--- src/rtl/stp_pkg.sv ---
package stp_pkg;

   localparam int COLUMNS_DEF      = 128;
   localparam int HALF_COLUMNS_DEF = 64;
   localparam int QUEUE_DEPTH      = 4;

   localparam logic [7:0] PAGE_CMD = 8'hB8;
   localparam logic [7:0] COL_CMD  = 8'h40;
   localparam logic [7:0] AXIS_BIT = 8'h01;

   localparam logic [7:0] CHAR_GAIN_UP    = 8'h31;
   localparam logic [7:0] CHAR_GAIN_DOWN  = 8'h32;
   localparam logic [7:0] CHAR_OFFSET_UP  = 8'h33;
   localparam logic [7:0] CHAR_OFFSET_DN  = 8'h34;
   localparam logic [7:0] CHAR_SWEEP      = 8'h21;

   localparam logic [7:0]        GAIN_RESET = 8'd10;
   localparam logic [7:0]        GAIN_MAX   = 8'd255;
   localparam logic signed [7:0] OFFSET_MAX = 8'sd127;
   localparam logic signed [7:0] OFFSET_MIN = -8'sd128;

   localparam logic [5:0] ROW_MAX     = 6'd63;
   localparam logic [5:0] ROW_AXIS_LO = 6'd33;
   localparam logic [5:0] ROW_AXIS_HI = 6'd39;
   localparam logic [2:0] PAGE_AXIS   = 3'd4;

   localparam int JOB_W = 24;

   typedef struct packed {
      logic [7:0]        sample;
      logic [7:0]        gain;
      logic signed [7:0] offset;
   } job_type;

endpackage

--- src/rtl/stp_ram.sv ---
module stp_ram #(
   parameter int WIDTH = 8,
   parameter int DEPTH = 128
) (
   input  logic                     clock,
   input  logic                     wr_en,
   input  logic [$clog2(DEPTH)-1:0] wr_addr,
   input  logic [WIDTH-1:0]         wr_data,
   input  logic                     rd_en,
   input  logic [$clog2(DEPTH)-1:0] rd_addr,
   output logic [WIDTH-1:0]         rd_data
);

   logic [WIDTH-1:0] mem_ff [DEPTH];

   always_ff @(posedge clock) begin
      if (wr_en) begin
         mem_ff[wr_addr] <= wr_data;
      end
      if (rd_en) begin
         rd_data <= mem_ff[rd_addr];
      end
   end

endmodule

--- src/rtl/stp_queue.sv ---
module stp_queue #(
   parameter int WIDTH = 8,
   parameter int DEPTH = 4
) (
   input  logic             clock,
   input  logic             reset,
   input  logic             push,
   input  logic [WIDTH-1:0] push_data,
   output logic             full,
   input  logic             pop,
   output logic [WIDTH-1:0] pop_data,
   output logic             empty
);

   localparam int PTR_W = (DEPTH > 1) ? $clog2(DEPTH) : 1;
   localparam int CNT_W = $clog2(DEPTH + 1);

   logic [WIDTH-1:0] slot_ff [DEPTH];
   logic [PTR_W-1:0] wr_ptr_ff, wr_ptr_in;
   logic [PTR_W-1:0] rd_ptr_ff, rd_ptr_in;
   logic [CNT_W-1:0] count_ff, count_in;

   assign full     = (count_ff == CNT_W'(DEPTH));
   assign empty    = (count_ff == '0);
   assign pop_data = slot_ff[rd_ptr_ff];

   always_comb begin
      wr_ptr_in = wr_ptr_ff;
      rd_ptr_in = rd_ptr_ff;
      count_in  = count_ff;
      if (push) begin
         wr_ptr_in = (wr_ptr_ff == PTR_W'(DEPTH - 1)) ? '0 : wr_ptr_ff + 1'b1;
      end
      if (pop) begin
         rd_ptr_in = (rd_ptr_ff == PTR_W'(DEPTH - 1)) ? '0 : rd_ptr_ff + 1'b1;
      end
      if (push && !pop) begin
         count_in = count_ff + 1'b1;
      end else if (pop && !push) begin
         count_in = count_ff - 1'b1;
      end
   end

   always_ff @(posedge clock) begin
      if (reset) begin
         wr_ptr_ff <= '0;
         rd_ptr_ff <= '0;
         count_ff  <= '0;
      end else begin
         wr_ptr_ff <= wr_ptr_in;
         rd_ptr_ff <= rd_ptr_in;
         count_ff  <= count_in;
      end
   end

   always_ff @(posedge clock) begin
      if (push) begin
         slot_ff[wr_ptr_ff] <= push_data;
      end
   end

endmodule

--- src/rtl/stp_front.sv ---
module stp_front
   import stp_pkg::*;
#(
   parameter int COLUMNS = COLUMNS_DEF
) (
   input  logic                       clock,
   input  logic                       reset,
   input  logic                       req_tvalid,
   output logic                       req_tready,
   input  logic [7:0]                 req_tdata,
   output logic                       push,
   output job_type                    push_job,
   output logic [$clog2(COLUMNS)-1:0] push_col,
   input  logic                       full
);

   localparam int COL_W = $clog2(COLUMNS);

   logic                    sweep_ff, sweep_in;
   logic [COL_W-1:0]        col_ff, col_in;
   logic [7:0]              gain_ff, gain_in;
   logic signed [7:0]       offset_ff, offset_in;
   logic                    take;

   assign req_tready = !full;
   assign take       = req_tvalid && req_tready;
   assign push       = take && sweep_ff;

   assign push_job.sample = req_tdata;
   assign push_job.gain   = gain_ff;
   assign push_job.offset = offset_ff;
   assign push_col        = col_ff;

   always_comb begin
      sweep_in  = sweep_ff;
      col_in    = col_ff;
      gain_in   = gain_ff;
      offset_in = offset_ff;
      if (take) begin
         if (sweep_ff) begin
            if (col_ff == COL_W'(COLUMNS - 1)) begin
               col_in   = '0;
               sweep_in = 1'b0;
            end else begin
               col_in = col_ff + 1'b1;
            end
         end else begin
            case (req_tdata)
               CHAR_GAIN_UP: begin
                  if (gain_ff != GAIN_MAX) gain_in = gain_ff + 1'b1;
               end
               CHAR_GAIN_DOWN: begin
                  if (gain_ff != '0) gain_in = gain_ff - 1'b1;
               end
               CHAR_OFFSET_UP: begin
                  if (offset_ff != OFFSET_MAX) offset_in = offset_ff + 8'sd1;
               end
               CHAR_OFFSET_DN: begin
                  if (offset_ff != OFFSET_MIN) offset_in = offset_ff - 8'sd1;
               end
               CHAR_SWEEP: begin
                  sweep_in = 1'b1;
                  col_in   = '0;
               end
               default: begin
               end
            endcase
         end
      end
   end

   always_ff @(posedge clock) begin
      if (reset) begin
         sweep_ff  <= 1'b0;
         col_ff    <= '0;
         gain_ff   <= GAIN_RESET;
         offset_ff <= '0;
      end else begin
         sweep_ff  <= sweep_in;
         col_ff    <= col_in;
         gain_ff   <= gain_in;
         offset_ff <= offset_in;
      end
   end

endmodule

--- src/rtl/stp_back.sv ---
module stp_back
   import stp_pkg::*;
#(
   parameter int COLUMNS      = COLUMNS_DEF,
   parameter int HALF_COLUMNS = HALF_COLUMNS_DEF
) (
   input  logic                       clock,
   input  logic                       reset,
   input  logic                       empty,
   output logic                       pop,
   input  job_type                    pop_job,
   input  logic [$clog2(COLUMNS)-1:0] pop_col,
   output logic                       rsp_tvalid,
   input  logic                       rsp_tready,
   output logic [7:0]                 rsp_tdata,
   output logic [1:0]                 rsp_tuser,
   output logic                       rsp_tlast
);

   localparam int COL_W = $clog2(COLUMNS);

   typedef enum logic [5:0] {
      ERASE_PAGE = 6'b000001,
      ERASE_COL  = 6'b000010,
      ERASE_DATA = 6'b000100,
      PLOT_PAGE  = 6'b001000,
      PLOT_COL   = 6'b010000,
      PLOT_DATA  = 6'b100000
   } step_type;

   // prep stage
   logic                    a_valid_ff, a_valid_in;
   logic [COL_W-1:0]        a_col_ff;
   logic signed [17:0]      a_num_ff, a_num_in;
   logic [15:0]             prod;
   logic signed [14:0]      off100;
   logic [5:0]              ram_rd;
   logic [COLUMNS-1:0]      vld_ff;

   logic                    a_chip, a_hidden, a_plot, a_leave;
   logic [COL_W-1:0]        a_caddr;
   logic [5:0]              a_old, a_row, a_q;
   logic [16:0]             q_prod;

   // emit stage
   logic                    b_busy_ff, b_busy_in;
   step_type                step_ff, step_in;
   logic                    b_chip_ff;
   logic [COL_W-1:0]        b_caddr_ff;
   logic [2:0]              b_old_page_ff;
   logic [5:0]              b_row_ff;
   logic                    b_plot_ff;
   logic                    b_free, b_load, b_xfer;
   logic [7:0]              plot_byte;

   assign prod     = pop_job.sample * pop_job.gain;
   assign off100   = 15'(pop_job.offset) * 15'sd100;
   assign a_num_in = $signed({2'b00, prod}) + 18'(off100);

   assign a_chip   = (32'(a_col_ff) < HALF_COLUMNS);
   assign a_caddr  = a_chip ? a_col_ff : a_col_ff - COL_W'(HALF_COLUMNS);
   assign a_hidden = a_chip && (32'(a_col_ff) == HALF_COLUMNS - 1);
   assign a_plot   = (a_num_ff > -18'sd40) && (a_num_ff < 18'sd2560);
   assign q_prod   = 17'(a_num_ff[11:3]) * 17'd205;
   assign a_q      = (a_num_ff > 18'sd0) ? q_prod[15:10] : 6'd0;
   assign a_row    = ROW_MAX - a_q;
   assign a_old    = vld_ff[a_col_ff] ? ram_rd : 6'd0;

   assign b_xfer  = rsp_tvalid && rsp_tready;
   assign b_free  = !b_busy_ff || (b_xfer && rsp_tlast);
   assign a_leave = a_valid_ff && (a_hidden || b_free);
   assign b_load  = a_valid_ff && !a_hidden && b_free;
   assign pop     = !empty && (!a_valid_ff || a_leave);

   stp_ram #(
      .WIDTH (6),
      .DEPTH (COLUMNS)
   ) u_rows (
      .clock   (clock),
      .wr_en   (a_leave && a_plot),
      .wr_addr (a_col_ff),
      .wr_data (a_row),
      .rd_en   (pop),
      .rd_addr (pop_col),
      .rd_data (ram_rd)
   );

   always_comb begin
      a_valid_in = a_valid_ff;
      if (pop) begin
         a_valid_in = 1'b1;
      end else if (a_leave) begin
         a_valid_in = 1'b0;
      end
   end

   always_comb begin
      b_busy_in = b_busy_ff;
      step_in   = step_ff;
      if (b_load) begin
         b_busy_in = 1'b1;
         step_in   = ERASE_PAGE;
      end else if (b_xfer) begin
         if (rsp_tlast) begin
            b_busy_in = 1'b0;
         end else begin
            case (step_ff)
               ERASE_PAGE: step_in = ERASE_COL;
               ERASE_COL:  step_in = ERASE_DATA;
               ERASE_DATA: step_in = PLOT_PAGE;
               PLOT_PAGE:  step_in = PLOT_COL;
               PLOT_COL:   step_in = PLOT_DATA;
               default:    step_in = ERASE_PAGE;
            endcase
         end
      end
   end

   always_ff @(posedge clock) begin
      if (reset) begin
         a_valid_ff <= 1'b0;
         b_busy_ff  <= 1'b0;
         step_ff    <= ERASE_PAGE;
         vld_ff     <= '0;
      end else begin
         a_valid_ff <= a_valid_in;
         b_busy_ff  <= b_busy_in;
         step_ff    <= step_in;
         if (a_leave && a_plot) begin
            vld_ff[a_col_ff] <= 1'b1;
         end
      end
   end

   always_ff @(posedge clock) begin
      if (pop) begin
         a_col_ff <= pop_col;
         a_num_ff <= a_num_in;
      end
      if (b_load) begin
         b_chip_ff     <= a_chip;
         b_caddr_ff    <= a_caddr;
         b_old_page_ff <= a_old[5:3];
         b_row_ff      <= a_row;
         b_plot_ff     <= a_plot;
      end
   end

   assign plot_byte = (8'd1 << b_row_ff[2:0])
                    | (((b_row_ff >= ROW_AXIS_LO) && (b_row_ff <= ROW_AXIS_HI)) ? AXIS_BIT : 8'd0);

   assign rsp_tvalid   = b_busy_ff;
   assign rsp_tuser[0] = b_chip_ff;
   assign rsp_tuser[1] = (step_ff == ERASE_DATA) || (step_ff == PLOT_DATA);
   assign rsp_tlast    = (step_ff == PLOT_DATA) || ((step_ff == ERASE_DATA) && !b_plot_ff);

   always_comb begin
      case (step_ff)
         ERASE_PAGE: rsp_tdata = PAGE_CMD + {5'd0, b_old_page_ff};
         ERASE_COL:  rsp_tdata = COL_CMD + 8'(b_caddr_ff);
         ERASE_DATA: rsp_tdata = (b_old_page_ff == PAGE_AXIS) ? AXIS_BIT : 8'd0;
         PLOT_PAGE:  rsp_tdata = PAGE_CMD + {5'd0, b_row_ff[5:3]};
         PLOT_COL:   rsp_tdata = COL_CMD + 8'(b_caddr_ff);
         PLOT_DATA:  rsp_tdata = plot_byte;
         default:    rsp_tdata = 8'd0;
      endcase
   end

endmodule

--- src/rtl/scope_trace_plotter.sv ---
// Channel   Dir  Signals                          Contents
// req       in   req_tvalid/tready/tdata[7:0]     received byte (command or sample)
// rsp       out  rsp_tvalid/tready/tdata/tuser/   one display bus write per transaction,
//                tlast                            tlast on the final write of a byte
//
// A sample yields up to six writes, one per cycle while rsp_tready is high; the emit
// sequencer takes the next sample with the last write of the current one. Commands and
// hidden-column samples yield no writes. Queue, prep and emit stages precede a write.
// Reset clears control state and the per-column valid bits at once; no clearing pass.
// A four-entry queue between front and back accepts until full while rsp is stalled.
module scope_trace_plotter
   import stp_pkg::*;
#(
   parameter int COLUMNS      = COLUMNS_DEF,
   parameter int HALF_COLUMNS = HALF_COLUMNS_DEF
) (
   input  logic       clock,
   input  logic       reset,
   input  logic       req_tvalid,
   output logic       req_tready,
   input  logic [7:0] req_tdata,   // [7:0] rx_byte
   output logic       rsp_tvalid,
   input  logic       rsp_tready,
   output logic [7:0] rsp_tdata,   // [7:0] bus_byte
   output logic [1:0] rsp_tuser,   // [0] chip_sel, [1] is_data
   output logic       rsp_tlast
);

   localparam int COL_W = $clog2(COLUMNS);
   localparam int ENT_W = JOB_W + COL_W;

   logic             push, pop, full, empty;
   job_type          push_job, pop_job;
   logic [COL_W-1:0] push_col, pop_col;
   logic [ENT_W-1:0] pop_entry;

   stp_front #(
      .COLUMNS (COLUMNS)
   ) u_front (
      .clock      (clock),
      .reset      (reset),
      .req_tvalid (req_tvalid),
      .req_tready (req_tready),
      .req_tdata  (req_tdata),
      .push       (push),
      .push_job   (push_job),
      .push_col   (push_col),
      .full       (full)
   );

   stp_queue #(
      .WIDTH (ENT_W),
      .DEPTH (QUEUE_DEPTH)
   ) u_queue (
      .clock     (clock),
      .reset     (reset),
      .push      (push),
      .push_data ({push_col, push_job}),
      .full      (full),
      .pop       (pop),
      .pop_data  (pop_entry),
      .empty     (empty)
   );

   assign pop_job = pop_entry[JOB_W-1:0];
   assign pop_col = pop_entry[ENT_W-1:JOB_W];

   stp_back #(
      .COLUMNS      (COLUMNS),
      .HALF_COLUMNS (HALF_COLUMNS)
   ) u_back (
      .clock      (clock),
      .reset      (reset),
      .empty      (empty),
      .pop        (pop),
      .pop_job    (pop_job),
      .pop_col    (pop_col),
      .rsp_tvalid (rsp_tvalid),
      .rsp_tready (rsp_tready),
      .rsp_tdata  (rsp_tdata),
      .rsp_tuser  (rsp_tuser),
      .rsp_tlast  (rsp_tlast)
   );

   a_cmd_not_last: assert property (@(posedge clock) disable iff (reset)
      rsp_tvalid && !rsp_tuser[1] |-> !rsp_tlast)
      else $error("command write marked last");

   a_plot_follows_erase: assert property (@(posedge clock) disable iff (reset)
      rsp_tvalid && rsp_tready && rsp_tuser[1] && !rsp_tlast
      |=> rsp_tvalid && !rsp_tuser[1])
      else $error("plot sequence did not follow erase");

   a_chip_steady: assert property (@(posedge clock) disable iff (reset)
      rsp_tvalid && rsp_tready && !rsp_tlast |=> rsp_tuser[0] == $past(rsp_tuser[0]))
      else $error("chip select changed within a point");

   a_no_overflow: assert property (@(posedge clock) disable iff (reset)
      push |-> !full)
      else $error("queue overflow");

endmodule

--- config.mk ---
export PLATFORM = sky130hd
export DESIGN_NAME = scope_trace_plotter
export DESIGN_NICKNAME = d
export VERILOG_FILES = /design/src/rtl/stp_pkg.sv /design/src/rtl/stp_ram.sv /design/src/rtl/stp_queue.sv /design/src/rtl/stp_front.sv /design/src/rtl/stp_back.sv /design/src/rtl/scope_trace_plotter.sv
export SDC_FILE = /design/constraint.sdc
export NUM_CORES = 1
export LEC_CHECK = 0
export ABC_AREA = 1
export BUFFER_PORTS_ARGS = -buffer_cell sky130_fd_sc_hd__buf_4
export CAP_MARGIN = 40
export CORE_ASPECT_RATIO = 1.1
export CORE_MARGIN = 2
export CORE_UTILIZATION = 30
export DETAILED_ROUTE_END_ITERATION = 7
export GPL_ROUTABILITY_DRIVEN = 0
export HOLD_SLACK_MARGIN = 0.1
export PLACE_DENSITY = 0.54
export REMOVE_ABC_BUFFERS = 1
export SYNTH_ARGS = -nofsm -noshare
export SYNTH_HDL_FRONTEND = slang
export SYNTH_SLANG_ARGS = --single-unit
export TNS_END_PERCENT = 20
--- constraint.sdc ---
create_clock -name clock -period 9.66 [get_ports clock]
set_clock_uncertainty 0.15 [all_clocks]
set_input_delay 1.449 -clock clock [delete_from_list [all_inputs] [get_ports clock]]
set_output_delay 1.449 -clock clock [all_outputs]
set_load 0.05 [all_outputs]
# --- Word-level counts from Yosys, hierarchy flattened ---
# Memory sizes are Yosys's and may differ from the RTL's. A register that Yosys moved wholly into a read port is not among the register bits.
# Index checks and enable logic that the tools add are counted.
totals:
  register_bits: 210
  ram_bits: 892
  input_bits: 12
  word_cells: 157
  memories: 2
mem_list:
  columns: ["name", "words", "width", "read_ports", "rd_ports_with_merged_regs", "write_ports", "line_no", "rtl"]
  rows:
  - ["u_back.u_rows.mem_ff", 128, 6, 1, 1, 1, "stp_ram.sv:14", "logic [WIDTH-1:0] mem_ff [DEPTH];"]
  - ["u_queue.slot_ff", 4, 31, 1, 1, 1, "stp_queue.sv:18", "logic [WIDTH-1:0] slot_ff [DEPTH];"]
op_classes:
  add_sub_neg: 15
  n_mul: 3
  order_cmp: 8
  eq_ne: 24
  n_shift: 1
  muxes: 37
  bitwise: 4
  n_reduce_logical: 45
op_table:
  columns: ["op", "n"]
  rows:
  - ["bitwise OR 128 bit", 1]
  - ["equality test 8 x 6 -> 1 bit (second input constant)", 5]
  - ["case mux 8 bit (5 select lines)", 1]
  - ["2-to-1 mux 8 bit", 4]
  - ["case mux 8 bit (2 select lines)", 2]
  - ["case mux 6 bit (5 select lines)", 1]
  - ["2-to-1 mux 7 bit", 4]
  - ["inequality test 8 bit (second input constant)", 3]
  - ["adder 17 x 15 -> 18 bit", 1]
  - ["greater-than comparator 18 x 1 -> 1 bit (second input constant)", 1]
  - ["greater-than comparator 18 x 7 -> 1 bit (second input constant)", 1]
  - ["less-than comparator 18 x 13 -> 1 bit (second input constant)", 1]
  - ["adder 8 x 3 -> 8 bit (first input constant)", 2]
  - ["logical AND 1 bit", 16]
  - ["multiplier 8 x 8 -> 16 bit", 1]
  - ["multiplier 9 x 8 -> 16 bit (second input constant)", 1]
  - ["2-to-1 mux 1 bit", 16]
  - ["nonzero test 2 bit", 7]
  - ["multiplier 8 x 6 -> 13 bit (second input constant)", 1]
  - ["AND reduction 5 bit", 2]
  - ["adder 7 x 7 -> 8 bit (first input constant)", 1]
  - ["adder 8 x 1 -> 8 bit (second input constant)", 1]
  - ["adder 8 x 2 -> 8 bit (second input constant)", 1]
  - ["logical NOT 1 bit", 8]
  - ["other kinds (37)", 55]

# --- Depth between registers and ports, before layout ---
# Gate-level depths: netlist of the first run.
logic_depth:
  depth_word: 12
  mapped_depth: 32

# --- Cells and area by module ---
# From an unflattened synthesis of the first run, not the netlist that was laid out.
hier_totals:
  hier_cells: 5310
  hier_area_um2: 53495.1
by_module_without_submodules:
  columns: ["module", "n_inst", "cells_per_inst", "area_each_um2", "seq_area_each_um2"]
  rows:
  - ["stp_ram", 1, 2730, 31909.4, 23242.3]
  - ["stp_back", 1, 1935, 14622.8, 3983.8]
  - ["stp_queue", 1, 359, 5098.6, 3903.7]
  - ["stp_front", 1, 286, 1864.3, 480.5]

# --- Worst setup path before layout of the first run ---
# No wires, ideal clock.
synth_timing:
  path_kind: "flip-flop to flip-flop"
  from: "register (tool-made name)"
  to: "register u_back.a_num_ff[17] (data pin)"
  arrival_ns: 5.946
  t_required_ns: 9.239
  setup_slack_ns: 3.293
  stages_incl_launch_ff: 30
  path_cell_list: "dfxtp_1 inv_2 buf_1 clkbuf_1 clkbuf_1 a32oi_1 inv_1 nor2_1 fa_1 fa_1 fa_1 inv_1 fa_1 inv_1 ha_1 nand2_1 nor3_1 a21oi_1 o21ai_0 a21oi_1 nor2_1 nor2_1 xor2_1 ha_1 a21oi_1 nor2_1 nor2_1 o31ai_1 a21oi_1 xnor2_1"
synth_lines:
  columns: ["element", "line_no", "rtl"]
  rows:
  - ["to (signal assigned)", "stp_back.sv:138", "a_num_ff <= a_num_in;"]
  - ["to (decl)", "stp_back.sv:34", "logic signed [17:0] a_num_ff, a_num_in;"]

==> metrics.sh, run 1 <==
POST-CTS-SETUP-BUFFERS=0
MAXSLEWVIOLCOUNT=0
SYNTH-SEQ-CELLS=722
MAX_FREQ_MHz=141
DP_HPWL_UM=58800
CORE_AREA_UM2=125000
WORST_SETUP_PATH_START_KIND='register'
CAP_VIOL_MAX_COUNT=0
LAYOUT-AREA-OVERHEAD-VS-SYNTH_PCT=12.5
ANT_NETS=0
GRT_PASS1_VIAS=26800
TIMING.CRITICAL_PATH.FANOUT_MAX=46
POSTSYNTH.ASYNCRESETSHARE=0
OUTCOME='finished, final reports clean'
ANTENNA_CELLS=0
DIE-WIDTH_UM=341
YS.WARNINGS.COUNT=0
NUM_ROWS=136
LAYOUT.FILLER_CELLS=12700
CTS_INSERTED_BUFFERS=79
TIMING.SETUP.CRITICAL_PATH_CLASS='register to register'
CTSRESIZECOUNT=0
RELSLEWSLACK=0.408
MIN_PERIOD_NS=7.07
SYNTH.YOSYS.SEQ_AREA_SHARE=0.532
GRT_ANTENNA_BEFORE_REPAIR=0
DRT_DRC_VIOLATIONS_LEFT=0
GRT_FIRST_PASS_WIRELENGTH_UM=149000
SYNTHESIS.AREA_PER_INSTANCE_UM2=9.38
NUM-NETS-FINAL=4167
GRT_SETUP_UNREPAIRED='no'
HOLDCRITPATHCLASS='register to register'
CTS_SINKS=722
POST_SYNTHESIS_INSTANCE_TOTAL=4003
DRT-VIAS-PER-INSTANCE=4.82
SETUP_VIOL=0
TOP_PORTS=25
DR.PASS1.ITERS=5
TIMING.CRITICAL_PATH.REQUIRED_NS=9.85
FLOORPLAN.DIE_AREA_UM2=128000
CLK_LAT_WORST_SKEW_NS=0.66
COUNT_OF_ROUTING_VIOLATIONS_AFTER_THE_OPENING_DETAILED_ROUTE_ITERATION=2108
BUFFER_PORTS.INSERTED=24
CTS_TREE='yes'
SYNTH_EDF_COUNT=553
CLOCK-ROOT-BUFFER='clkbuf_16'
CP.ARRIVAL_NS=7.26
WL_PER_CELL_UM=16.7
WORST_SETUP_PATH_END_KIND='register'
WORSTMARGINPINSLEW_NS=0.885
MAPPEDNETLISTAREA_UM2=37600
CRIT_SLOWEST_CELL='dfxtp_2'
DETAILROUTE.VIA_COUNT=27300
TIMING.CRITICAL_PATH.SLOWEST_CELL_DELAY_NS=0.86
GLOBAL_ROUTE.USAGE.TOTAL=0.147
MAXIMUM_NUMBER_OF_PINS_ON_ONE_NET_BEFORE_GLOBAL_ROUTE_REPAIR=139
DIE_HEIGHT_UM=375
FLOORPLAN.INITIALDENSITY=0.301
FINALHOLDVIOLCOUNT=0
POSTCTSHOLDBUFS=0
CLOCK_PATH_BUFFERS=3
TIMING.HOLD.WORST_PATH_DEPTH=2
CTS_HTREE_LEVELS=3
TIMING.FINAL.CRIT_SHARE=0.732
LAYOUT-DRIVE-GT1-SHARE=0.0657
FINALWIRELENGTH_UM=94800
YOSYSUNIQUECELLTYPES=54
SYNTH-MAIN-FF-CELL='edfxtp_1'
WORST_R2R_PATH_DEPTH=28
CLKTRANSATPATHREGS_NS=0.06
TOTALNEGATIVESETUPSLACK_NS=0
TOTAL_OVERFLOW_REPORTED_BY_THE_GLOBAL_ROUTER=0
## layout make-up
class	instances	area (µm²)	share of cell area
flip-flops and latches	722	20000	0.473
multi-input cells	2496	14500	0.344
well taps	1656	2070	0.0490
inverters	574	2150	0.0510
clock buffers	98	2130	0.0504
clock inverters	48	480	0.0114
repair buffers	80	888	0.0210
## state kept, by name, indices dropped and copies added (netlist names), 2 cells and up, named ones only
signal and count:
u_queue.count_ff 3, u_back.u_rows.rd_data 3, u_front.gain_ff 8, u_queue.wr_ptr_ff 2, u_queue.rd_ptr_ff 2, u_back.a_num_ff 18, u_front.offset_ff 8, u_queue.slot_ff 124
u_back.step_ff 6, u_back.a_col_ff 7, u_back.u_rows.mem_ff 384, u_back.b_old_page_ff 3, u_back.b_row_ff 6, u_front.push_col 7, u_back.vld_ff 128, u_back.b_caddr_ff 6
## cell families after synthesis
| logic type | count (synthesis) | share of synthesized area |
|---|---|---|
| AND/OR/NAND/NOR | 1668 | 0.206 |
| buffers and inverters | 785 | 0.0841 |
| flip-flops | 722 | 0.532 |
| AO/OA/AOI/OAI | 576 | 0.0864 |
| adder cells (fa/ha/maj) | 202 | 0.0793 |
| XOR/XNOR | 50 | 0.0117 |
## per-stage QoR
stage	area, µm²	std cells	utilization	worst slack, ns	hold slack (ns)
finish	42300	5674	0.339	2.59	0.308
global route	42300	5674	0.339	1.86	0.324
CTS	42300	5674	0.339	2.56	0.310
detailed placement	39700	5528	0.318	2.60	0.301
global placement	39200	5509	0.315	2.70	0.297
floorplan	36500	3792	-	-0.0562	0.274
## per-layer routing
layer / up-vias / routed length, µm / share of wire / GRT usage
li1: 13400 / - / - / -
met1: 13200 / 42900 / 0.45 / 0.194
met2: 570 / 45400 / 0.48 / 0.250
met3: 105 / 4650 / 0.049 / 0.0216
met4: 0 / 1810 / 0.019 / 0.0377
met5: - / 0 / 0 / 0
## placed cells by master (no fill, tap or decap), drive strengths merged, types with 2 or more instances in the layout
master,n
a221o,2
edfxtp,553
o22ai,52
buf,80
nor2,302
xor2,30
clkbuf,98
o21ai,179
bufinv,5
nor3,8
o221ai,2
nand2,670
fa,60
nand4,23
a22oi,6
nor4,10
o211ai,32
nand3b,147
a21o,2
nor3b,2
dfxtp,169
a221oi,2
inv,576
ha,142
nand3,495
a21boi,2
a21oi,251
o21bai,9
or2,8
a31oi,4
clkinv,34
xnor2,20
clkinvlp,7
a211oi,5
o31ai,2
a32oi,23
## worst paths after layout
kind / startpoint / end / slack [ns]
setup / recovery: register / u_back.a_num_ff[17]$_DFFE_PP_ / 2.59
hold / removal: u_back.vld_ff[63]$_SDFFE_PP0P_ / u_back.vld_ff[63]$_SDFFE_PP0P_ / 0.31
setup reg to reg: register / u_back.a_num_ff[17]$_DFFE_PP_ / 2.59
hold reg to reg: u_back.vld_ff[63]$_SDFFE_PP0P_ / u_back.vld_ff[63]$_SDFFE_PP0P_ / 0.31
## worst max-delay path, delay by kind of cell, from the launching register on
kind / cells / cell delay, ns
fa+ha+maj: 6 / 2.76
compound gates: 9 / 1.33
flops: 1 / 0.86
buf+inv: 5 / 0.85
simple gates: 6 / 0.53
xor+xnor: 2 / 0.24
## synthesized netlist by cell type (3+ instances only)
cell type	number	area, µm²
buf_2	71	355
a31oi_1	4	25.0
a211oi_1	5	37.5
o211ai_1	32	240
nor2_1	300	1130
dfxtp_1	169	3380
buf_4	30	225
a21oi_1	249	1250
inv_2	8	30.0
xnor2_1	20	175
a32oi_1	22	193
edfxtp_1	553	16600
nand3_1	479	2400
o22ai_1	52	325
ha_1	142	1780
nand2_1	668	2510
a22oi_1	6	45.0
xor2_1	30	263
inv_1	563	2110
fa_1	60	1200
nand3_4	10	175
o21ai_0	178	891
or2_2	8	50.1
nand3_2	6	60.1
nor4_1	8	50.1
o21bai_1	9	67.6
clkinv_1	3	11.3
buf_1	13	48.8
nand3b_1	147	1100
nor3_1	8	40.0
nand4_1	23	144
clkbuf_1	96	360
Power of run 1 is not shown: default switching activity piles up to over one toggle a cycle in this logic, so the estimate is an artifact.
==> run 2, diff against run 1 <==
Clock period 9.66 ns to 6.6 ns, I/O delays scaled along.
==> metrics.sh, run 2 (synthesized netlist as in run 1, its figures left out) <==
OUTCOME='finished, final reports clean'
FINAL_CELL_MIX='nand2_1, inv_1, edfxtp_1'
RELSLEWSLACK=0.420
GLOBAL_ROUTE.USAGE.TOTAL=0.149
WORSTMARGINPINSLEW_NS=0.870
CRIT_SLOWEST_CELL='fa_1'
FINALINSTANCEAREA_UM2=42700
DRT-VIAS-PER-INSTANCE=4.81
FINALWIRELENGTH_UM=96800
FLOORPLAN.INITIALDENSITY=0.301
CAP_VIOL_MAX_COUNT=0
MAXSLEWVIOLCOUNT=0
TIMING.CRITICAL_PATH.SLOWEST_CELL_DELAY_NS=0.56
PLACED_AREA_UM2=39800
CLOCK-ROOT-BUFFER='clkbuf_16'
POSTCTSHOLDBUFS=0
LAYOUT.CELLS.MOST_COMMON='nand2_1'
TIMING.HOLD.WORST_PATH_DEPTH=2
WORST_SETUP_PATH_START_KIND='register'
DIE_HEIGHT_UM=375
CTS_TREE='yes'
LAYOUT_TOP_REGISTERS='u_back.u_rows.mem_ff: 384 flops, u_back.vld_ff: 128 flops, u_queue.slot_ff: 124 flops'
CTS_INSERTED_BUFFERS=81
CTS_HTREE_LEVELS=3
WL_PER_CELL_UM=17.0
TOP_PORTS=25
HOLDCRITSTARTPOINT='u_back.vld_ff[41]$_SDFFE_PP0P_'
FINALHOLDVIOLCOUNT=0
GRT_FIRST_PASS_WIRELENGTH_UM=151000
CRITPATHMOSTFREQUENTCELL='nor2_1'
REGMOSTFLOPS='u_back.u_rows.mem_ff'
SETUP_VIOL=0
LAYOUT-AREA-OVERHEAD-VS-SYNTH_PCT=13.7
TIMING.CRITICAL_PATH.FANOUT_MAX=29
CORE_AREA_UM2=125000
MAX_FREQ_MHz=163
CTSRESIZECOUNT=0
COUNT_OF_ROUTING_VIOLATIONS_AFTER_THE_OPENING_DETAILED_ROUTE_ITERATION=1992
HOLDCRITPATHCLASS='register to register'
DIE-WIDTH_UM=341
TOTAL_OVERFLOW_REPORTED_BY_THE_GLOBAL_ROUTER=0
CTS_SINKS=722
BUFFER_PORTS.INSERTED=24
FLOORPLAN.DIE_AREA_UM2=128000
MAXIMUM_NUMBER_OF_PINS_ON_ONE_NET_BEFORE_GLOBAL_ROUTE_REPAIR=127
TIMING.FINAL.CRIT_SHARE=0.929
MIN_PERIOD_NS=6.13
DRT_DRC_VIOLATIONS_LEFT=0
POST-CTS-SETUP-BUFFERS=0
CLKTRANSATPATHREGS_NS=0.06
DR.PASS1.ITERS=5
FF2FF_SETUP_SLACK_NS=0.47
POSTLAYOUTCOREUTIL=0.343
LAYOUT-DRIVE-GT1-SHARE=0.0750
CLK_LAT_WORST_SKEW_NS=0.66
WORSTHOLDENDPOINT='u_back.vld_ff[41]$_SDFFE_PP0P_'
GRT_PASS1_VIAS=27000
ANT_NETS=0
WORST_SETUP_PATH_END_KIND='register'
ANTENNA_CELLS=0
DP.CELLS=5543
CLOCK_PATH_BUFFERS=3
TIMING.SETUP.CRITICAL_PATH_CLASS='register to register'
WORST_R2R_PATH_DEPTH=27
LARGEST_REGISTER_FF_COUNT=384
LAYOUTNONFILLERINSTCOUNT=5695
DETAILROUTE.VIA_COUNT=27400
WORST_R2R_ENDPOINT='u_back.a_num_ff[17]$_DFFE_PP_'
NUM-NETS-FINAL=4184
NUM_ROWS=136
CP.ARRIVAL_NS=6.35
TIMING.CRITICAL_PATH.REQUIRED_NS=6.82
GRT_ANTENNA_BEFORE_REPAIR=0
DP_HPWL_UM=60400
run 2: how the worst max path moves through the flow:
| stage | endpoint | slack (ns) | depth (start not counted) |
|---|---|---|---|
| final | u_back.a_num_ff[17]$_DFFE_PP_ | 0.47 | 27 |
| after global routing | u_back.a_num_ff[17]$_DFFE_PP_ | -0.02 | 26 |
| after CTS | u_back.a_num_ff[17]$_DFFE_PP_ | 0.08 | 27 |
| after detailed placement | u_back.a_num_ff[17]$_DFFE_PP_ | 0.08 | 27 |
| after global placement | u_back.a_num_ff[17]$_DFFE_PP_ | 0.13 | 27 |
| after floorplan | u_back.u_rows.rd_data[3]$_DFFE_PP_ | -3.12 | 15 |
run 2: layout make-up:
| type | count | area (µm²) |
|---|---|---|
| fillers | 12600 | 81900 |
| flip-flops and latches | 722 | 20000 |
| multi-input cells | 2496 | 14600 |
| clock buffers | 102 | 2190 |
| inverters | 574 | 2160 |
| well taps | 1656 | 2070 |
| repair buffers | 95 | 1050 |
| clock inverters | 50 | 621 |
run 2: stage by stage:
stage	setup slack (ns)	hold slack (ns)	TNS (ns)
2_1_floorplan	-3.12	0.274	-17.24
3_3_place_gp	0.134	0.294	0
3_5_place_dp	0.0759	0.301	0
4_1_cts	0.0759	0.310	0
5_1_grt	-0.0248	0.322	-0.0248
6_report	0.468	0.308	0
run 2: metal layers:
layer / GRT usage / wire length (µm) / part of all wire / up-vias
li1: - / - / - / 13500
met1: 0.200 / 44400 / 0.46 / 13300
met2: 0.248 / 45700 / 0.47 / 525
met3: 0.0198 / 4170 / 0.043 / 137
met4: 0.0485 / 2580 / 0.027 / 0
met5: 0 / 0 / 0 / -
run 2: critical path: cells and delay by family (launching register included):
kind / cells / cell delay (ns)
flip-flops: 1 / 0.40
adder cells (fa/ha/maj): 6 / 2.73
AO/OA/AOI/OAI: 9 / 1.32
XOR/XNOR: 2 / 0.26
buffers and inverters: 4 / 0.42
AND/OR/NAND/NOR: 6 / 0.57
Power of run 2 is left out for the same reason.
==> run 3, diff against run 2 <==
Settings changed: ABC_AREA 1 to unset.
Clock period 6.6 ns to 6.5 ns, I/O delays scaled along.
==> metrics.sh, run 3 <==
SYNTHESIS.AREA_PER_INSTANCE_UM2=12.5
TIMING.FINAL.WS_SETUP_NS=0.327
WORST_SETUP_PATH_END_KIND='register'
SEQCELLAREA_UM2=20000
DRT_DRC_VIOLATIONS_LEFT=0
FINAL_CELL_MIX='edfxtp_1, nor2_1, a21oi_1'
GRT_ANTENNA_BEFORE_REPAIR=1
LAYOUT-AREA-OVERHEAD-VS-SYNTH_PCT=14.6
YOSYS.AREA_SHARE.XOR_XNOR=0.0127
COMBINATIONAL_FAMILY_WITH_THE_MOST_AREA_AFTER_SYNTHESIS='simple AND/OR/NAND/NOR gates'
TIMING.CRITICAL_PATH.FANOUT_MAX=8
SYNTH_COMPOUND_GATE_AREA_SHARE=0.0896
POSTSYNTH.ASYNCRESETSHARE=0
CLKTRANSATPATHREGS_NS=0.06
DP_HPWL_UM=52200
FINALHOLDVIOLCOUNT=0
SYNTH-SEQ-CELLS=722
MIN_PERIOD_NS=6.17
DIE-WIDTH_UM=327
DR.PASS1.ITERS=5
SYNTH_EDF_COUNT=553
DETAILROUTE.VIA_COUNT=21100
RELSLEWSLACK=0.379
LAYOUT.CELLS.MOST_COMMON='edfxtp_1'
COUNT_OF_ROUTING_VIOLATIONS_AFTER_THE_OPENING_DETAILED_ROUTE_ITERATION=1607
YS.WARNINGS.COUNT=0
OUTCOME='finished, final reports clean'
FLOORPLAN.DIE_AREA_UM2=117000
ANTENNA_CELLS=0
YOSYS.AREA_SHARE.SIMPLE=0.110
CLK_LAT_WORST_SKEW_NS=0.62
TIMING.FINAL.CRIT_SHARE=0.950
MAXIMUM_NUMBER_OF_PINS_ON_ONE_NET_BEFORE_GLOBAL_ROUTE_REPAIR=130
YOSYSUNIQUECELLTYPES=76
CLOCK-ROOT-BUFFER='clkbuf_16'
SYNTH_LARGEST_TYPE_AREA_FRACTION=0.483
GLOBAL_ROUTE.USAGE.TOTAL=0.134
TOP_PORTS=25
LAYOUT.FILLER_CELLS=11100
WL_PER_CELL_UM=18.1
CRIT_BUF_INV=3
YOSYS.AREA.TOP_TYPE='edfxtp_1'
SYNTH.YOSYS.SEQ_AREA_SHARE=0.581
WORST_SETUP_PATH_START_KIND='register'
CORE_AREA_UM2=114000
SYNTH-ADDER-AREA-SHARE=0.0865
POST_SYNTHESIS_INSTANCE_TOTAL=2747
SETUP_VIOL=0
REGMOSTFLOPS='u_back.u_rows.mem_ff'
SYNTH_COMMON_CELLS='edfxtp_1, nor2_1, a21oi_1'
CTS_TREE='yes'
NUM_ROWS=130
DRT-VIAS-PER-INSTANCE=4.84
HOLDCRITPATHCLASS='register to register'
NUM-NETS-FINAL=3007
FLOORPLAN.INITIALDENSITY=0.302
MULTI_INPUT_COMBINATIONAL_CELL_AREA_UM2=13400
TIMING.CRITICAL_PATH.SLOWEST_CELL_DELAY_NS=0.60
SYNTH.MUX.AREA_FRACTION=0.0873
GRT_PASS1_VIAS=21500
SYNTH-MAIN-FF-CELL='edfxtp_1'
DIE_HEIGHT_UM=359
CTS_INSERTED_BUFFERS=76
POSTCTSHOLDBUFS=0
CELL_CLASS_CONTRIBUTING_THE_BIGGEST_SHARE_OF_WORST_PATH_DELAY='adder cells'
TIMING.CRITICAL_PATH.REQUIRED_NS=6.82
WORSTMARGINPINSLEW_NS=0.927
CP_CELL_SEQUENCE='buf_12 -> mux4_2 -> and2_4 -> fa_1 -> fa_1 -> fa_1 -> inv_1 -> fa_1 -> inv_1 -> ha_1 -> a21o_1 -> a31o_2 -> a41oi_2 -> nor2b_4 -> xnor2_1 -> ha_1 -> or2_2 -> a21oi_2 -> a31oi_1 -> or3_1 -> nand3_1'
FINALWIRELENGTH_UM=79300
CP.ARRIVAL_NS=6.50
CAP_VIOL_MAX_COUNT=0
MAX_FREQ_MHz=162
POST_SYNTH_MAIN_AREA_CONTRIBUTORS='edfxtp_1, dfxtp_1, ha_1'
CRITPATHMOSTFREQUENTCELL='fa_1'
ANT_NETS=0
DP_WORST_SETUP_SLACK_NS=0.104
GRT_FIRST_PASS_WIRELENGTH_UM=124000
LAYOUT_TOP_REGISTERS='u_back.u_rows.mem_ff: 384 flops, u_back.vld_ff: 128 flops, u_queue.slot_ff: 124 flops'
CTS_HTREE_LEVELS=3
LAYOUT-DRIVE-GT1-SHARE=0.131
BUFFER_PORTS.INSERTED=24
TIMING.SETUP.CRITICAL_PATH_CLASS='register to register'
CLOCK_PATH_BUFFERS=3
TOTAL_OVERFLOW_REPORTED_BY_THE_GLOBAL_ROUTER=0
CTS_SINKS=722
CRIT_SLOWEST_CELL='mux4_2'
LARGEST_REGISTER_FF_COUNT=384
MAXSLEWVIOLCOUNT=0
SYNTHMOSTINSTANTIATEDCELL='edfxtp_1'
MAPPEDNETLISTAREA_UM2=34400
==> run 3: area by class of cell <==
class	count	area share
flip-flops and latches	722	0.507
multi-input cells	1734	0.339
clock buffers	92	0.0524
well taps	1518	0.0482
repair buffers	95	0.0233
inverters	164	0.0157
clock inverters	45	0.0137
==> run 3: final timing paths <==
path         slack, ns                            from                              to  depth (start not counted)
max               0.33                        register   u_back.a_num_ff[16]$_DFFE_PP_                         21
min               0.31  u_back.vld_ff[76]$_SDFFE_PP0P_  u_back.vld_ff[76]$_SDFFE_PP0P_                          2
max reg2reg       0.33                        register   u_back.a_num_ff[16]$_DFFE_PP_                         21
min reg2reg       0.31  u_back.vld_ff[76]$_SDFFE_PP0P_  u_back.vld_ff[76]$_SDFFE_PP0P_                          2
==> run 3: kinds of logic (layout without fill, tap and decap cells) <==
| family | Yosys count | count (layout) |
|---|---|---|
| AO/OA/AOI/OAI | 472 | 472 |
| XOR/XNOR | 50 | 50 |
| adder cells (fa/ha/maj) | 202 | 202 |
| buffers and inverters | 291 | 396 |
| flip-flops | 722 | 722 |
| multiplexers | 247 | 247 |
| AND/OR/NAND/NOR | 763 | 763 |
==> run 3: per-stage QoR <==
step / util / hold slack (ns) / setup TNS (ns) / cell area [µm²] / cells
after floorplan: - / 0.279 / -9.48 / 33900 / 2620
after global placement: 0.320 / 0.291 / 0 / 36500 / 4215
after detailed placement: 0.322 / 0.300 / 0 / 36700 / 4225
after CTS: 0.345 / 0.315 / 0 / 39300 / 4362
after global routing: 0.346 / 0.336 / -0.0138 / 39400 / 4370
final: 0.346 / 0.311 / 0 / 39400 / 4370
==> run 3: repair_timing <==
| action | CTS | global route |
|---|---|---|
| setup buffers | 0 | 7 |
| gates resized for setup | 0 | 12 |
| setup endpoints to repair | 0 | 5 |
==> run 3: worst min-delay path, stage by stage (launching register included) <==
cell and delay [ns]:
dfxtp_1 0.32, a21oi_1 0.04, nor2_1 0.07
==> run 3: per-layer routing <==
metal | up-vias | global-route usage | share of wire
met2 | 385 | 0.223 | 0.48
met1 | 10500 | 0.182 | 0.46
met3 | 110 | 0.0185 | 0.040
met4 | 2 | 0.0346 | 0.018
li1 | 10200 | - | -
met5 | - | 0 | 0.00020
Power of run 3 is left out for the same reason.
